File: src/rtl/core/bdq_pkg.sv
// Package for the block DCT quantizer: sizes, cosine, quantization and zig-zag tables.
// Used by the channel interfaces and the top level; depends on nothing else.
`default_nettype none
package bdq_pkg;

    localparam int BLOCK_DIM  = 8;
    localparam int BLOCK_AREA = BLOCK_DIM * BLOCK_DIM;
    localparam int IDX_W      = $clog2(BLOCK_AREA);
    localparam int SAMPLE_W   = 8;
    localparam int COUNT_W    = 7;
    localparam int POS_W      = 6;
    localparam int COS_W      = 16;
    localparam int ROW_W      = 26;
    localparam int PROD_W     = COS_W + ROW_W;
    localparam int ACC_W      = 44;
    localparam int QUANT_W    = 7;
    localparam int DIVD_W     = 13;
    localparam int PIXEL_BIAS = 128;

    typedef logic signed [COS_W-1:0] t_cos;

    localparam logic [COS_W-1:0] COS_HALF [9] = '{
        16'd16384, 16'd16069, 16'd15137, 16'd13623, 16'd11585,
        16'd9102, 16'd6270, 16'd3196, 16'd0
    };
    localparam logic [COS_W-1:0] DC_GAIN = 16'd11585;

    localparam logic [QUANT_W-1:0] QUANT_LUMA [BLOCK_AREA] = '{
        7'd16, 7'd11, 7'd10, 7'd16, 7'd24, 7'd40, 7'd51, 7'd61,
        7'd12, 7'd12, 7'd14, 7'd19, 7'd26, 7'd58, 7'd60, 7'd55,
        7'd14, 7'd13, 7'd16, 7'd24, 7'd40, 7'd57, 7'd69, 7'd56,
        7'd14, 7'd17, 7'd22, 7'd29, 7'd51, 7'd87, 7'd80, 7'd62,
        7'd18, 7'd22, 7'd37, 7'd56, 7'd68, 7'd109, 7'd103, 7'd77,
        7'd24, 7'd35, 7'd55, 7'd64, 7'd81, 7'd104, 7'd113, 7'd92,
        7'd49, 7'd64, 7'd78, 7'd87, 7'd103, 7'd121, 7'd120, 7'd101,
        7'd72, 7'd92, 7'd95, 7'd98, 7'd112, 7'd100, 7'd103, 7'd99
    };

    localparam logic [QUANT_W-1:0] QUANT_CHROMA [BLOCK_AREA] = '{
        7'd17, 7'd18, 7'd24, 7'd47, 7'd99, 7'd99, 7'd99, 7'd99,
        7'd18, 7'd21, 7'd26, 7'd66, 7'd99, 7'd99, 7'd99, 7'd99,
        7'd24, 7'd26, 7'd56, 7'd99, 7'd99, 7'd99, 7'd99, 7'd99,
        7'd47, 7'd66, 7'd99, 7'd99, 7'd99, 7'd99, 7'd99, 7'd99,
        7'd99, 7'd99, 7'd99, 7'd99, 7'd99, 7'd99, 7'd99, 7'd99,
        7'd99, 7'd99, 7'd99, 7'd99, 7'd99, 7'd99, 7'd99, 7'd99,
        7'd99, 7'd99, 7'd99, 7'd99, 7'd99, 7'd99, 7'd99, 7'd99,
        7'd99, 7'd99, 7'd99, 7'd99, 7'd99, 7'd99, 7'd99, 7'd99
    };

    localparam logic [IDX_W-1:0] ZIGZAG [BLOCK_AREA] = '{
        6'd0, 6'd1, 6'd8, 6'd16, 6'd9, 6'd2, 6'd3, 6'd10,
        6'd17, 6'd24, 6'd32, 6'd25, 6'd18, 6'd11, 6'd4, 6'd5,
        6'd12, 6'd19, 6'd26, 6'd33, 6'd40, 6'd48, 6'd41, 6'd34,
        6'd27, 6'd20, 6'd13, 6'd6, 6'd7, 6'd14, 6'd21, 6'd28,
        6'd35, 6'd42, 6'd49, 6'd56, 6'd57, 6'd50, 6'd43, 6'd36,
        6'd29, 6'd22, 6'd15, 6'd23, 6'd30, 6'd37, 6'd44, 6'd51,
        6'd58, 6'd59, 6'd52, 6'd45, 6'd38, 6'd31, 6'd39, 6'd46,
        6'd53, 6'd60, 6'd61, 6'd54, 6'd47, 6'd55, 6'd62, 6'd63
    };

    // Signed Q1.15 value of c(u) * cos((2x+1) u pi / 16).
    function automatic t_cos cos_q15(input logic [2:0] u, input logic [2:0] x);
        logic [6:0] ang;
        logic [4:0] a;
        logic [4:0] f;
        t_cos       r;
        ang = {3'b000, x, 1'b1} * {4'b0000, u};
        a   = ang[4:0];
        f   = (a > 5'd16) ? 5'(6'd32 - {1'b0, a}) : a;
        if (u == 3'd0) begin
            r = t_cos'(DC_GAIN);
        end else if (f > 5'd8) begin
            r = -t_cos'(COS_HALF[4'(5'd16 - f)]);
        end else begin
            r = t_cos'(COS_HALF[4'(f)]);
        end
        return r;
    endfunction

endpackage
`default_nettype wire

File: src/rtl/core/bdq_if.sv
// Valid/ready channel interfaces for the sample input and the coefficient output.
// Depends on bdq_pkg for field widths.
`default_nettype none
interface bdq_in_if;
    logic                          valid;
    logic                          ready;
    logic [bdq_pkg::SAMPLE_W-1:0]  sample;
    logic                          use_chroma_table;
    modport source (output valid, sample, use_chroma_table, input ready);
    modport sink (input valid, sample, use_chroma_table, output ready);
endinterface

interface bdq_out_if;
    logic                          valid;
    logic                          ready;
    logic [bdq_pkg::SAMPLE_W-1:0]  coefficient;
    logic [bdq_pkg::POS_W-1:0]     zigzag_position;
    logic                          last;
    modport source (output valid, coefficient, zigzag_position, last, input ready);
    modport sink (input valid, coefficient, zigzag_position, last, output ready);
endinterface
`default_nettype wire

File: src/rtl/core/bdq_ram.sv
// Generic simple dual-port RAM with one write port and a registered read port.
// Standalone; no package dependency.
`default_nettype none
module bdq_ram #(
    parameter int WIDTH = 8,
    parameter int DEPTH = 64
) (
    input  wire logic                     i_clk,
    input  wire logic                     i_we,
    input  wire logic [$clog2(DEPTH)-1:0] i_waddr,
    input  wire logic [WIDTH-1:0]         i_wdata,
    input  wire logic                     i_re,
    input  wire logic [$clog2(DEPTH)-1:0] i_raddr,
    output logic [WIDTH-1:0]              o_rdata
);
    logic [WIDTH-1:0] r_mem [DEPTH];

    always_ff @(posedge i_clk) begin
        if (i_we) begin
            r_mem[i_waddr] <= i_wdata;
        end
        if (i_re) begin
            o_rdata <= r_mem[i_raddr];
        end
    end
endmodule
`default_nettype wire

File: src/rtl/core/block_dct_quantizer.sv
// Top level of the block DCT quantizer: sample store, shared MAC, divider and output.
// Depends on bdq_pkg, bdq_if (bdq_in_if, bdq_out_if) and bdq_ram.
//
// Usage:
//   Samples of one 8x8 block arrive on i_in in raster order, one per transfer.
//   use_chroma_table is taken from the first sample of each block only.
//   After the 64th sample the block stops taking samples and computes the
//   orthonormal 2-D DCT, quantizes, and sends the first coefficient_count
//   coefficients in zig-zag order on o_out, the final one marked by last.
//   i_in.ready stays high throughout filling, so samples are taken back to back.
//   Processing: the row pass runs 64 row sums of 8 taps each through one
//   multiplier fed from the sample RAM. The column pass then computes each
//   emitted coefficient with 8 taps read from the row RAM and a 13-step
//   restoring divider by the quantization entry, and offers it on o_out.
//   The next coefficient starts only after the previous one is taken.
//   When the receiver stalls the coefficient is held in the output register
//   and the sequencer waits; nothing is lost or repeated.
//   Reset (synchronous, active low) empties the block, selects luma and sets
//   coefficient_count to 64. i_cfg_we writes coefficient_count; 0 acts as 1
//   and values above 64 act as 64. Write it only while the block is idle.
`default_nettype none
module block_dct_quantizer (
    input  wire logic                          i_clk,
    input  wire logic                          i_rst_n,
    bdq_in_if.sink                             i_in,
    bdq_out_if.source                          o_out,
    input  wire logic                          i_cfg_we,
    input  wire logic [bdq_pkg::COUNT_W-1:0]   i_cfg_data
);
    localparam int IW = bdq_pkg::IDX_W;

    // Sequencer states.
    localparam logic [2:0] S_FILL = 3'd0;
    localparam logic [2:0] S_ROW  = 3'd1;
    localparam logic [2:0] S_COL  = 3'd2;
    localparam logic [2:0] S_DIV  = 3'd3;
    localparam logic [2:0] S_OUT  = 3'd4;

    logic [2:0]                   r_state;
    logic [IW-1:0]                r_cnt;        // sample position within the block
    logic                         r_tsel;       // chroma table selected for the block
    logic [bdq_pkg::COUNT_W-1:0]  r_coef_count;
    logic [IW-1:0]                r_nlast;      // index of the last emitted coefficient
    logic [IW-1:0]                r_outer;      // row pass: y*8+u; column pass: zig-zag k
    logic [3:0]                   r_tap;        // taps issued; bit 3 set when all are out
    logic                         r_p1_v, r_p1_first, r_p1_last;
    logic                         r_p2_v, r_p2_first, r_p2_last;
    logic                         r_done;
    logic [3:0]                   r_dstep;

    // Datapath registers.
    bdq_pkg::t_cos                      r_p1_coef;
    logic signed [bdq_pkg::PROD_W-1:0]  r_p2_prod;
    logic signed [bdq_pkg::ACC_W-1:0]   r_acc;
    logic [bdq_pkg::DIVD_W-1:0]         r_quo;
    logic [bdq_pkg::QUANT_W-1:0]        r_rem;
    logic [bdq_pkg::QUANT_W-1:0]        r_q;
    logic [bdq_pkg::SAMPLE_W-1:0]       r_out_coef;
    logic [bdq_pkg::POS_W-1:0]          r_out_pos;
    logic                               r_out_last;

    logic                               in_xfer, out_xfer, issue;
    logic [IW-1:0]                      zz_idx;
    logic [2:0]                         tap;
    logic [IW-1:0]                      samp_raddr, row_raddr;
    logic [bdq_pkg::SAMPLE_W-1:0]       samp_rdata;
    logic [bdq_pkg::ROW_W-1:0]          row_rdata;
    bdq_pkg::t_cos                      coef;
    logic signed [bdq_pkg::ROW_W-1:0]   operand;
    logic [bdq_pkg::ACC_W-1:0]          mag, biased;
    logic [bdq_pkg::QUANT_W-1:0]        qsel;
    logic [bdq_pkg::QUANT_W:0]          rem_sh;
    logic                               rem_ge;
    logic [bdq_pkg::SAMPLE_W-1:0]       sat_val;

    assign in_xfer  = i_in.valid && i_in.ready;
    assign out_xfer = o_out.valid && o_out.ready;
    assign i_in.ready = (r_state == S_FILL);
    assign o_out.valid = (r_state == S_OUT);
    assign o_out.coefficient = r_out_coef;
    assign o_out.zigzag_position = r_out_pos;
    assign o_out.last = r_out_last;

    assign tap    = r_tap[2:0];
    assign issue  = ((r_state == S_ROW) || (r_state == S_COL)) && !r_tap[3];
    assign zz_idx = bdq_pkg::ZIGZAG[r_outer];

    // Row pass walks x along row y; column pass walks y down column u.
    assign samp_raddr = {r_outer[5:3], tap};
    assign row_raddr  = {tap, zz_idx[2:0]};
    assign coef = (r_state == S_ROW) ? bdq_pkg::cos_q15(r_outer[2:0], tap)
                                     : bdq_pkg::cos_q15(zz_idx[5:3], tap);

    bdq_ram #(.WIDTH(bdq_pkg::SAMPLE_W), .DEPTH(bdq_pkg::BLOCK_AREA)) u_sample_ram (
        .i_clk   (i_clk),
        .i_we    (in_xfer),
        .i_waddr (r_cnt),
        .i_wdata (i_in.sample),
        .i_re    (issue && (r_state == S_ROW)),
        .i_raddr (samp_raddr),
        .o_rdata (samp_rdata)
    );

    bdq_ram #(.WIDTH(bdq_pkg::ROW_W), .DEPTH(bdq_pkg::BLOCK_AREA)) u_row_ram (
        .i_clk   (i_clk),
        .i_we    (r_done && (r_state == S_ROW)),
        .i_waddr (r_outer),
        .i_wdata (r_acc[bdq_pkg::ROW_W-1:0]),
        .i_re    (issue && (r_state == S_COL)),
        .i_raddr (row_raddr),
        .o_rdata (row_rdata)
    );

    // The pass cannot change while taps are in flight, so the state picks the operand.
    always_comb begin
        if (r_state == S_ROW) begin
            operand = bdq_pkg::ROW_W'($signed({1'b0, samp_rdata}) -
                                      $signed(10'(bdq_pkg::PIXEL_BIAS)));
        end else begin
            operand = $signed(row_rdata);
        end
    end

    // Rounded magnitude: floor((|D| + q*2^29) / 2^30) is then divided by q.
    assign qsel   = r_tsel ? bdq_pkg::QUANT_CHROMA[zz_idx] : bdq_pkg::QUANT_LUMA[zz_idx];
    assign mag    = r_acc[bdq_pkg::ACC_W-1] ? bdq_pkg::ACC_W'(-r_acc)
                                            : bdq_pkg::ACC_W'(r_acc);
    assign biased = mag + {8'd0, qsel, 29'd0};

    assign rem_sh = {r_rem, r_quo[bdq_pkg::DIVD_W-1]};
    assign rem_ge = (rem_sh >= {1'b0, r_q});

    // Quotient is final once the last divider step has been registered.
    always_comb begin
        if (r_acc[bdq_pkg::ACC_W-1]) begin
            sat_val = (r_quo > 13'd128) ? 8'd0 : 8'(9'd128 - 9'(r_quo));
        end else begin
            sat_val = (r_quo > 13'd127) ? 8'd255 : 8'(9'd128 + 9'(r_quo));
        end
    end

    // Control.
    always_ff @(posedge i_clk) begin
        if (!i_rst_n) begin
            r_state      <= S_FILL;
            r_cnt        <= '0;
            r_tsel       <= 1'b0;
            r_coef_count <= 7'(bdq_pkg::BLOCK_AREA);
            r_nlast      <= '1;
            r_outer      <= '0;
            r_tap        <= 4'd8;
            r_p1_v       <= 1'b0;
            r_p2_v       <= 1'b0;
            r_done       <= 1'b0;
            r_dstep      <= '0;
        end else begin
            if (i_cfg_we) begin
                r_coef_count <= i_cfg_data;
            end
            r_p1_v <= issue;
            r_p2_v <= r_p1_v;
            r_done <= r_p2_v && r_p2_last;
            if (issue) begin
                r_tap <= r_tap + 4'd1;
            end
            unique case (r_state)
                S_FILL: begin
                    if (in_xfer) begin
                        r_cnt <= r_cnt + 1'b1;
                        if (r_cnt == '0) begin
                            r_tsel <= i_in.use_chroma_table;
                        end
                        if (r_cnt == '1) begin
                            r_state <= S_ROW;
                            r_outer <= '0;
                            r_tap   <= 4'd0;
                            if (r_coef_count == 7'd0) begin
                                r_nlast <= '0;
                            end else if (r_coef_count >= 7'(bdq_pkg::BLOCK_AREA)) begin
                                r_nlast <= '1;
                            end else begin
                                r_nlast <= IW'(r_coef_count - 7'd1);
                            end
                        end
                    end
                end
                S_ROW: begin
                    if (r_done) begin
                        r_outer <= r_outer + 1'b1;
                        r_tap   <= 4'd0;
                        if (r_outer == '1) begin
                            r_state <= S_COL;
                        end
                    end
                end
                S_COL: begin
                    if (r_done) begin
                        r_state <= S_DIV;
                        r_dstep <= '0;
                    end
                end
                S_DIV: begin
                    r_dstep <= r_dstep + 4'd1;
                    if (r_dstep == 4'(bdq_pkg::DIVD_W)) begin
                        r_state <= S_OUT;
                    end
                end
                S_OUT: begin
                    if (out_xfer) begin
                        if (r_outer == r_nlast) begin
                            r_state <= S_FILL;
                        end else begin
                            r_state <= S_COL;
                            r_outer <= r_outer + 1'b1;
                            r_tap   <= 4'd0;
                        end
                    end
                end
                default: begin
                    r_state <= S_FILL;
                end
            endcase
        end
    end

    // Datapath: MAC pipeline, divider and output register.
    always_ff @(posedge i_clk) begin
        r_p1_coef  <= coef;
        r_p1_first <= (tap == 3'd0);
        r_p1_last  <= (tap == 3'd7);
        r_p2_prod  <= r_p1_coef * operand;
        r_p2_first <= r_p1_first;
        r_p2_last  <= r_p1_last;
        if (r_p2_v) begin
            r_acc <= (r_p2_first ? '0 : r_acc) + bdq_pkg::ACC_W'(r_p2_prod);
        end
        if (r_state == S_COL && r_done) begin
            r_quo <= biased[30 +: bdq_pkg::DIVD_W];
            r_rem <= '0;
            r_q   <= qsel;
        end else if (r_state == S_DIV && r_dstep != 4'(bdq_pkg::DIVD_W)) begin
            r_quo <= {r_quo[bdq_pkg::DIVD_W-2:0], rem_ge};
            r_rem <= rem_ge ? bdq_pkg::QUANT_W'(rem_sh - {1'b0, r_q})
                            : bdq_pkg::QUANT_W'(rem_sh);
        end
        if (r_state == S_DIV && r_dstep == 4'(bdq_pkg::DIVD_W)) begin
            r_out_coef <= sat_val;
            r_out_pos  <= r_outer;
            r_out_last <= (r_outer == r_nlast);
        end
    end

    // Checks.
    a_no_overlap: assert property (@(posedge i_clk) disable iff (!i_rst_n)
        !(o_out.valid && i_in.ready))
        else $error("input ready while a coefficient is offered");

    a_done_in_pass: assert property (@(posedge i_clk) disable iff (!i_rst_n)
        r_done |-> (r_state == S_ROW || r_state == S_COL))
        else $error("MAC result outside a transform pass");

    a_last_ends: assert property (@(posedge i_clk) disable iff (!i_rst_n)
        (out_xfer && o_out.last) |=> (r_state == S_FILL))
        else $error("block did not return to filling after the last transfer");

    a_pos_bound: assert property (@(posedge i_clk) disable iff (!i_rst_n)
        o_out.valid |-> (o_out.zigzag_position <= r_nlast))
        else $error("zig-zag position beyond the coefficient count");

    a_cfg_clamp: assert property (@(posedge i_clk) disable iff (!i_rst_n)
        (r_state == S_FILL && in_xfer && r_cnt == '1 && r_coef_count == 7'd0) |=>
        (r_nlast == '0))
        else $error("zero coefficient count not treated as one");
endmodule
`default_nettype wire
File: src/flat_wrapper.sv
// flat-port wrapper written by rule: the top's interface ports become plain ports
module block_dct_quantizer_flat 
  (i_clk, i_rst_n, i_cfg_we, i_cfg_data, i_in_valid, i_in_sample, i_in_use_chroma_table, i_in_ready, o_out_valid, o_out_coefficient, o_out_zigzag_position, o_out_last, o_out_ready);
  bdq_in_if i_in_i ();
  bdq_out_if o_out_i ();
  input  wire logic i_clk;
  input  wire logic i_rst_n;
  input  wire logic i_cfg_we;
  input  wire logic [bdq_pkg::COUNT_W-1:0] i_cfg_data;
  input wire logic [$bits(i_in_i.valid)-1:0] i_in_valid;
  input wire logic [$bits(i_in_i.sample)-1:0] i_in_sample;
  input wire logic [$bits(i_in_i.use_chroma_table)-1:0] i_in_use_chroma_table;
  output wire logic [$bits(i_in_i.ready)-1:0] i_in_ready;
  output wire logic [$bits(o_out_i.valid)-1:0] o_out_valid;
  output wire logic [$bits(o_out_i.coefficient)-1:0] o_out_coefficient;
  output wire logic [$bits(o_out_i.zigzag_position)-1:0] o_out_zigzag_position;
  output wire logic [$bits(o_out_i.last)-1:0] o_out_last;
  input wire logic [$bits(o_out_i.ready)-1:0] o_out_ready;
  assign i_in_i.valid = i_in_valid;
  assign i_in_i.sample = i_in_sample;
  assign i_in_i.use_chroma_table = i_in_use_chroma_table;
  assign i_in_ready = i_in_i.ready;
  assign o_out_valid = o_out_i.valid;
  assign o_out_coefficient = o_out_i.coefficient;
  assign o_out_zigzag_position = o_out_i.zigzag_position;
  assign o_out_last = o_out_i.last;
  assign o_out_i.ready = o_out_ready;
  block_dct_quantizer u_core (.i_clk(i_clk), .i_rst_n(i_rst_n), .i_in(i_in_i), .o_out(o_out_i), .i_cfg_we(i_cfg_we), .i_cfg_data(i_cfg_data));
endmodule
File: config.mk
export PLATFORM = sky130hd
export DESIGN_NAME = block_dct_quantizer_flat
export DESIGN_NICKNAME = d
export VERILOG_FILES = /design/src/rtl/core/bdq_pkg.sv /design/src/rtl/core/bdq_if.sv /design/src/rtl/core/bdq_ram.sv /design/src/rtl/core/block_dct_quantizer.sv /design/src/flat_wrapper.sv
export SDC_FILE = /design/constraint.sdc
export NUM_CORES = 2
export LEC_CHECK = 0
export ABC_AREA = 1
export BUFFER_PORTS_ARGS = -buffer_cell sky130_fd_sc_hd__buf_2
export CORE_AREA = 4 4 450 452
export CTS_CLUSTER_DIAMETER = 120
export DETAILED_ROUTE_END_ITERATION = 10
export DIE_AREA = 0 0 454 456
export PLACE_DENSITY_LB_ADDON = 0.08
export SKIP_CTS_REPAIR_TIMING = 1
export SYNTH_ARGS = -nofsm -noshare
export SYNTH_HDL_FRONTEND = slang
export SYNTH_HIERARCHICAL = 1
export SYNTH_SLANG_ARGS = --single-unit
File: constraint.sdc
create_clock -name i_clk -period 16.06 [get_ports i_clk]
set_input_delay 3.212 -clock i_clk [delete_from_list [all_inputs] [get_ports i_clk]]
set_output_delay 3.212 -clock i_clk [all_outputs]
set_load 0.02 [all_outputs]
==> flow_summary.toml <==
[setup_path]
cp.required_ns = 16.81
end_kind = "register"
crit_arrival_ns = 9.43
timing.rr.start = "u_core/r_state[1]$_SDFFE_PN0P_"
reg2reg_to = "u_core/r_p2_prod[33]$_DFF_P_"
r2r_slack_ns = 7.38
crit_path_max_fanout = 19
worst_setup_path_start_kind = "register"
crit_type = "register to register"
worst-r2r-cell-count = 26

[synthesis]
synth-seq-area-share_pct = 59.7
netlist_area_mm2 = 0.119
synth_edf_count = 2289
synth.top_cell.area_share_pct = 57.9
synth_warnings = 6
syn_inst = 11300
synthDistinctLibCells = 68
synthArstFlopShare_pct = 0
syn_nets = 11900
syn_area_per_cell_um2 = 10.5
ys_top_cells_by_area = "edfxtp_1 (58%), nand2_1 (11%), nand3_1 (8.3%), fa_1 (6.9%), inv_1 (2.5%)"
yosysTopAreaCell = "edfxtp_1"
synth_flop_cell = "edfxtp_1"
synth_seq_cells = 2398

[cts]
clk-insertion-delay-late_ns = 0.90
cts_sinks = 2398
root_buffer = "clkbuf_16"
cts.path.max_buffers = 3
clk_pin_slew_worst_paths_ns = 0.06
numCtsBuffers = 233
htreeDepth = 4
tritoncts = "yes"

[global_routing]
grt_max_degree = 243
antenna_found_initial = 10
grt_first_pass_wirelength_um = 498000
overflow = 0
grt_pass1_vias = 79700
grt_use_total_pct = 32.0

[sta]
finalMaxSlewViolations = 0
rsz0062_at_grt = "no"
setup_viol = 0
clock_skew_ns = 0.0912
slew_headroom_pct = 16.4
fin_setup_tns_ns = 0
fin_crit_sh_pct = 54.1
finalCriticalPeriod_ns = 8.68
worst-slew-pin-transition_ns = 1.25
clock.fmax_mhz = 115
finalHoldViolations = 0

[layout]
layout_common_cells = "nand2_1 (3,431), edfxtp_1 (2,289), nand3_1 (1,965)"
drive_gt1_share_pct = 6.44
final_common_cell = "nand2_1"
area_growth_pct = 8.06
final_nets = 11800
num-fill-cells = 15600

[detailed_routing]
drt_iter0_markers = 10200
post_drt_wl_per_cell_um = 24.0
vias = 83200
dr.pass1.iters = 6
route.detailed.drc = 0
ant_nets = 0
vias_per_cell = 5.95
wl_um = 335000

[power_and_ir_drop]
peakVddDrop_v = 0.000554
power-per-cell-area_mw_per_mm2 = 207
power_mw = 26.6
p_leak_nw = 49.6

[floorplanning]
die_y_um = 456
row_count = 164
core_mm2 = 0.199
die-area_mm2 = 0.207
initial_core_util_pct = 59.7
dieWidth_um = 454
ios = 38

[run]
cap_violations = 0

[worst_hold_path]
hold_path_class = "register to register"
hold-path-endpoint = "u_core/r_p2_last$_DFF_P_"
min_path_cells = 0
min_from = "u_core/r_p1_last$_DFF_P_"

[place]
post-dp-hpwl_um = 202000
numPortBuffers = 37
globalplace.congestion = 0.924

[outcome]
status = "finished, final reports clean"
## critical path, stage by stage (launching register included)
cell     delay (ns)
dfxtp_1        0.40
inv_1          0.08
nand2_1        0.59
inv_1          0.13
nand2_1        0.74
nand2_1        0.36
inv_1          0.48
nand2_1        0.15
fa_1           0.53
fa_1           0.49
fa_1           0.55
inv_1          0.05
fa_1           0.51
fa_1           0.59
inv_1          0.08
fa_1           0.48
inv_1          0.04
ha_1           0.36
nand2_1        0.12
nor2_1         0.40
nand2_1        0.10
nor4_1         0.18
a21oi_1        0.20
o21ai_0        0.36
a21oi_1        0.16
o21ai_0        0.22
xor2_1         0.18
## worst max path at each step
stage                                   startpoint                      endpoint  slack [ns]  depth (start not counted)
floorplan           u_core/r_state[0]$_SDFFE_PN0P_  u_core/r_p2_prod[40]$_DFF_P_        9.40                         34
global placement    u_core/r_state[0]$_SDFFE_PN0P_  u_core/r_p2_prod[40]$_DFF_P_        7.57                         32
detailed placement  u_core/r_state[1]$_SDFFE_PN0P_  u_core/r_p2_prod[40]$_DFF_P_        7.58                         33
CTS                 u_core/r_state[1]$_SDFFE_PN0P_  u_core/r_p2_prod[33]$_DFF_P_        7.52                         26
global route        u_core/r_state[1]$_SDFFE_PN0P_  u_core/r_p2_prod[40]$_DFF_P_        7.00                         33
finish              u_core/r_state[1]$_SDFFE_PN0P_  u_core/r_p2_prod[33]$_DFF_P_        7.38                         26
## registers in the layout (all words and copies together), names as in the netlist, 7 cells and up
register,flops
u_core/u_row_ram/r_mem,1664
u_core/u_sample_ram/r_mem,512
u_core/r_acc,44
u_core/r_p2_prod,42
u_core/u_row_ram/o_rdata,26
u_core/r_p1_coef,16
u_core/r_quo,13
u_core/o_out.coefficient,8
u_core/u_sample_ram/o_rdata,8
u_core/r_coef_count,7
u_core/r_q,7
u_core/r_rem,7
## cells in the mapped netlist (all sizes together), types with 20 or more instances
cell type / count
clkinv: 20
nor4: 22
nor3: 34
nand4: 45
edfxtp: 2289
xnor2: 52
nand2: 3463
clkbuf: 138
fa: 411
xor2: 86
nand3: 1974
o21ai: 214
inv: 821
nor2: 581
buf: 435
or2: 29
dfxtp: 109
a31oi: 30
a21oi: 192
ha: 214
## power breakdown
| part | total [mW] | switching, mW | internal, mW |
|---|---|---|---|
| logic | 14.0 | 8.95 | 5.00 |
| clock network | 5.46 | 2.35 | 3.11 |
| registers | 7.14 | 0.0562 | 7.08 |
## cell families after synthesis
| group | count (synthesis) | synth area share [%] |
|---|---|---|
| and+or+nand+nor | 6161 | 22.0 |
| adders and majority gates | 625 | 9.18 |
| xor gates and xnor gates | 138 | 1.02 |
| AOI/OAI and AO/OA | 524 | 2.52 |
| DFF | 2398 | 59.7 |
| buffers and inverters | 1414 | 5.54 |
## stage by stage
| stage | setup slack (ns) | hold slack (ns) | util (%) | std cells | instance area, um^2 |
|---|---|---|---|---|---|
| 3_3_place_gp | 7.57 | 0.318 | 60.7 | 13600 | 121000 |
| 5_1_grt | 7.00 | 0.343 | 64.5 | 14000 | 128000 |
| 6_report | 7.38 | 0.328 | 64.5 | 14000 | 128000 |
| 2_1_floorplan | 9.40 | 0.310 | - | 11300 | 119000 |
| 4_1_cts | 7.52 | 0.328 | 64.5 | 14000 | 128000 |
| 3_5_place_dp | 7.58 | 0.315 | 60.7 | 13600 | 121000 |
## routing by layer
layer  track usage [%]  wire length [um]  up-vias
met5             0.583               190        -
met4              12.0             13600        6
met3              5.69             32300      654
met2              49.3            153000     3972
met1              45.9            136000    40800
li1                  -                 -    37800
## layout make-up
type | instances | area, um^2 | area share (%)
antenna | 7 | 17.5 | 0.0137
sequential | 2398 | 70900 | 55.3
inverter | 841 | 3210 | 2.50
clock inverter | 146 | 1600 | 1.25
multi-input combinational | 7448 | 41600 | 32.4
timing repair buffer | 214 | 1590 | 1.24
clock buffer | 283 | 6040 | 4.71
tap | 2656 | 3320 | 2.59
No activity file was read; power rests on OpenSTA's default activity.
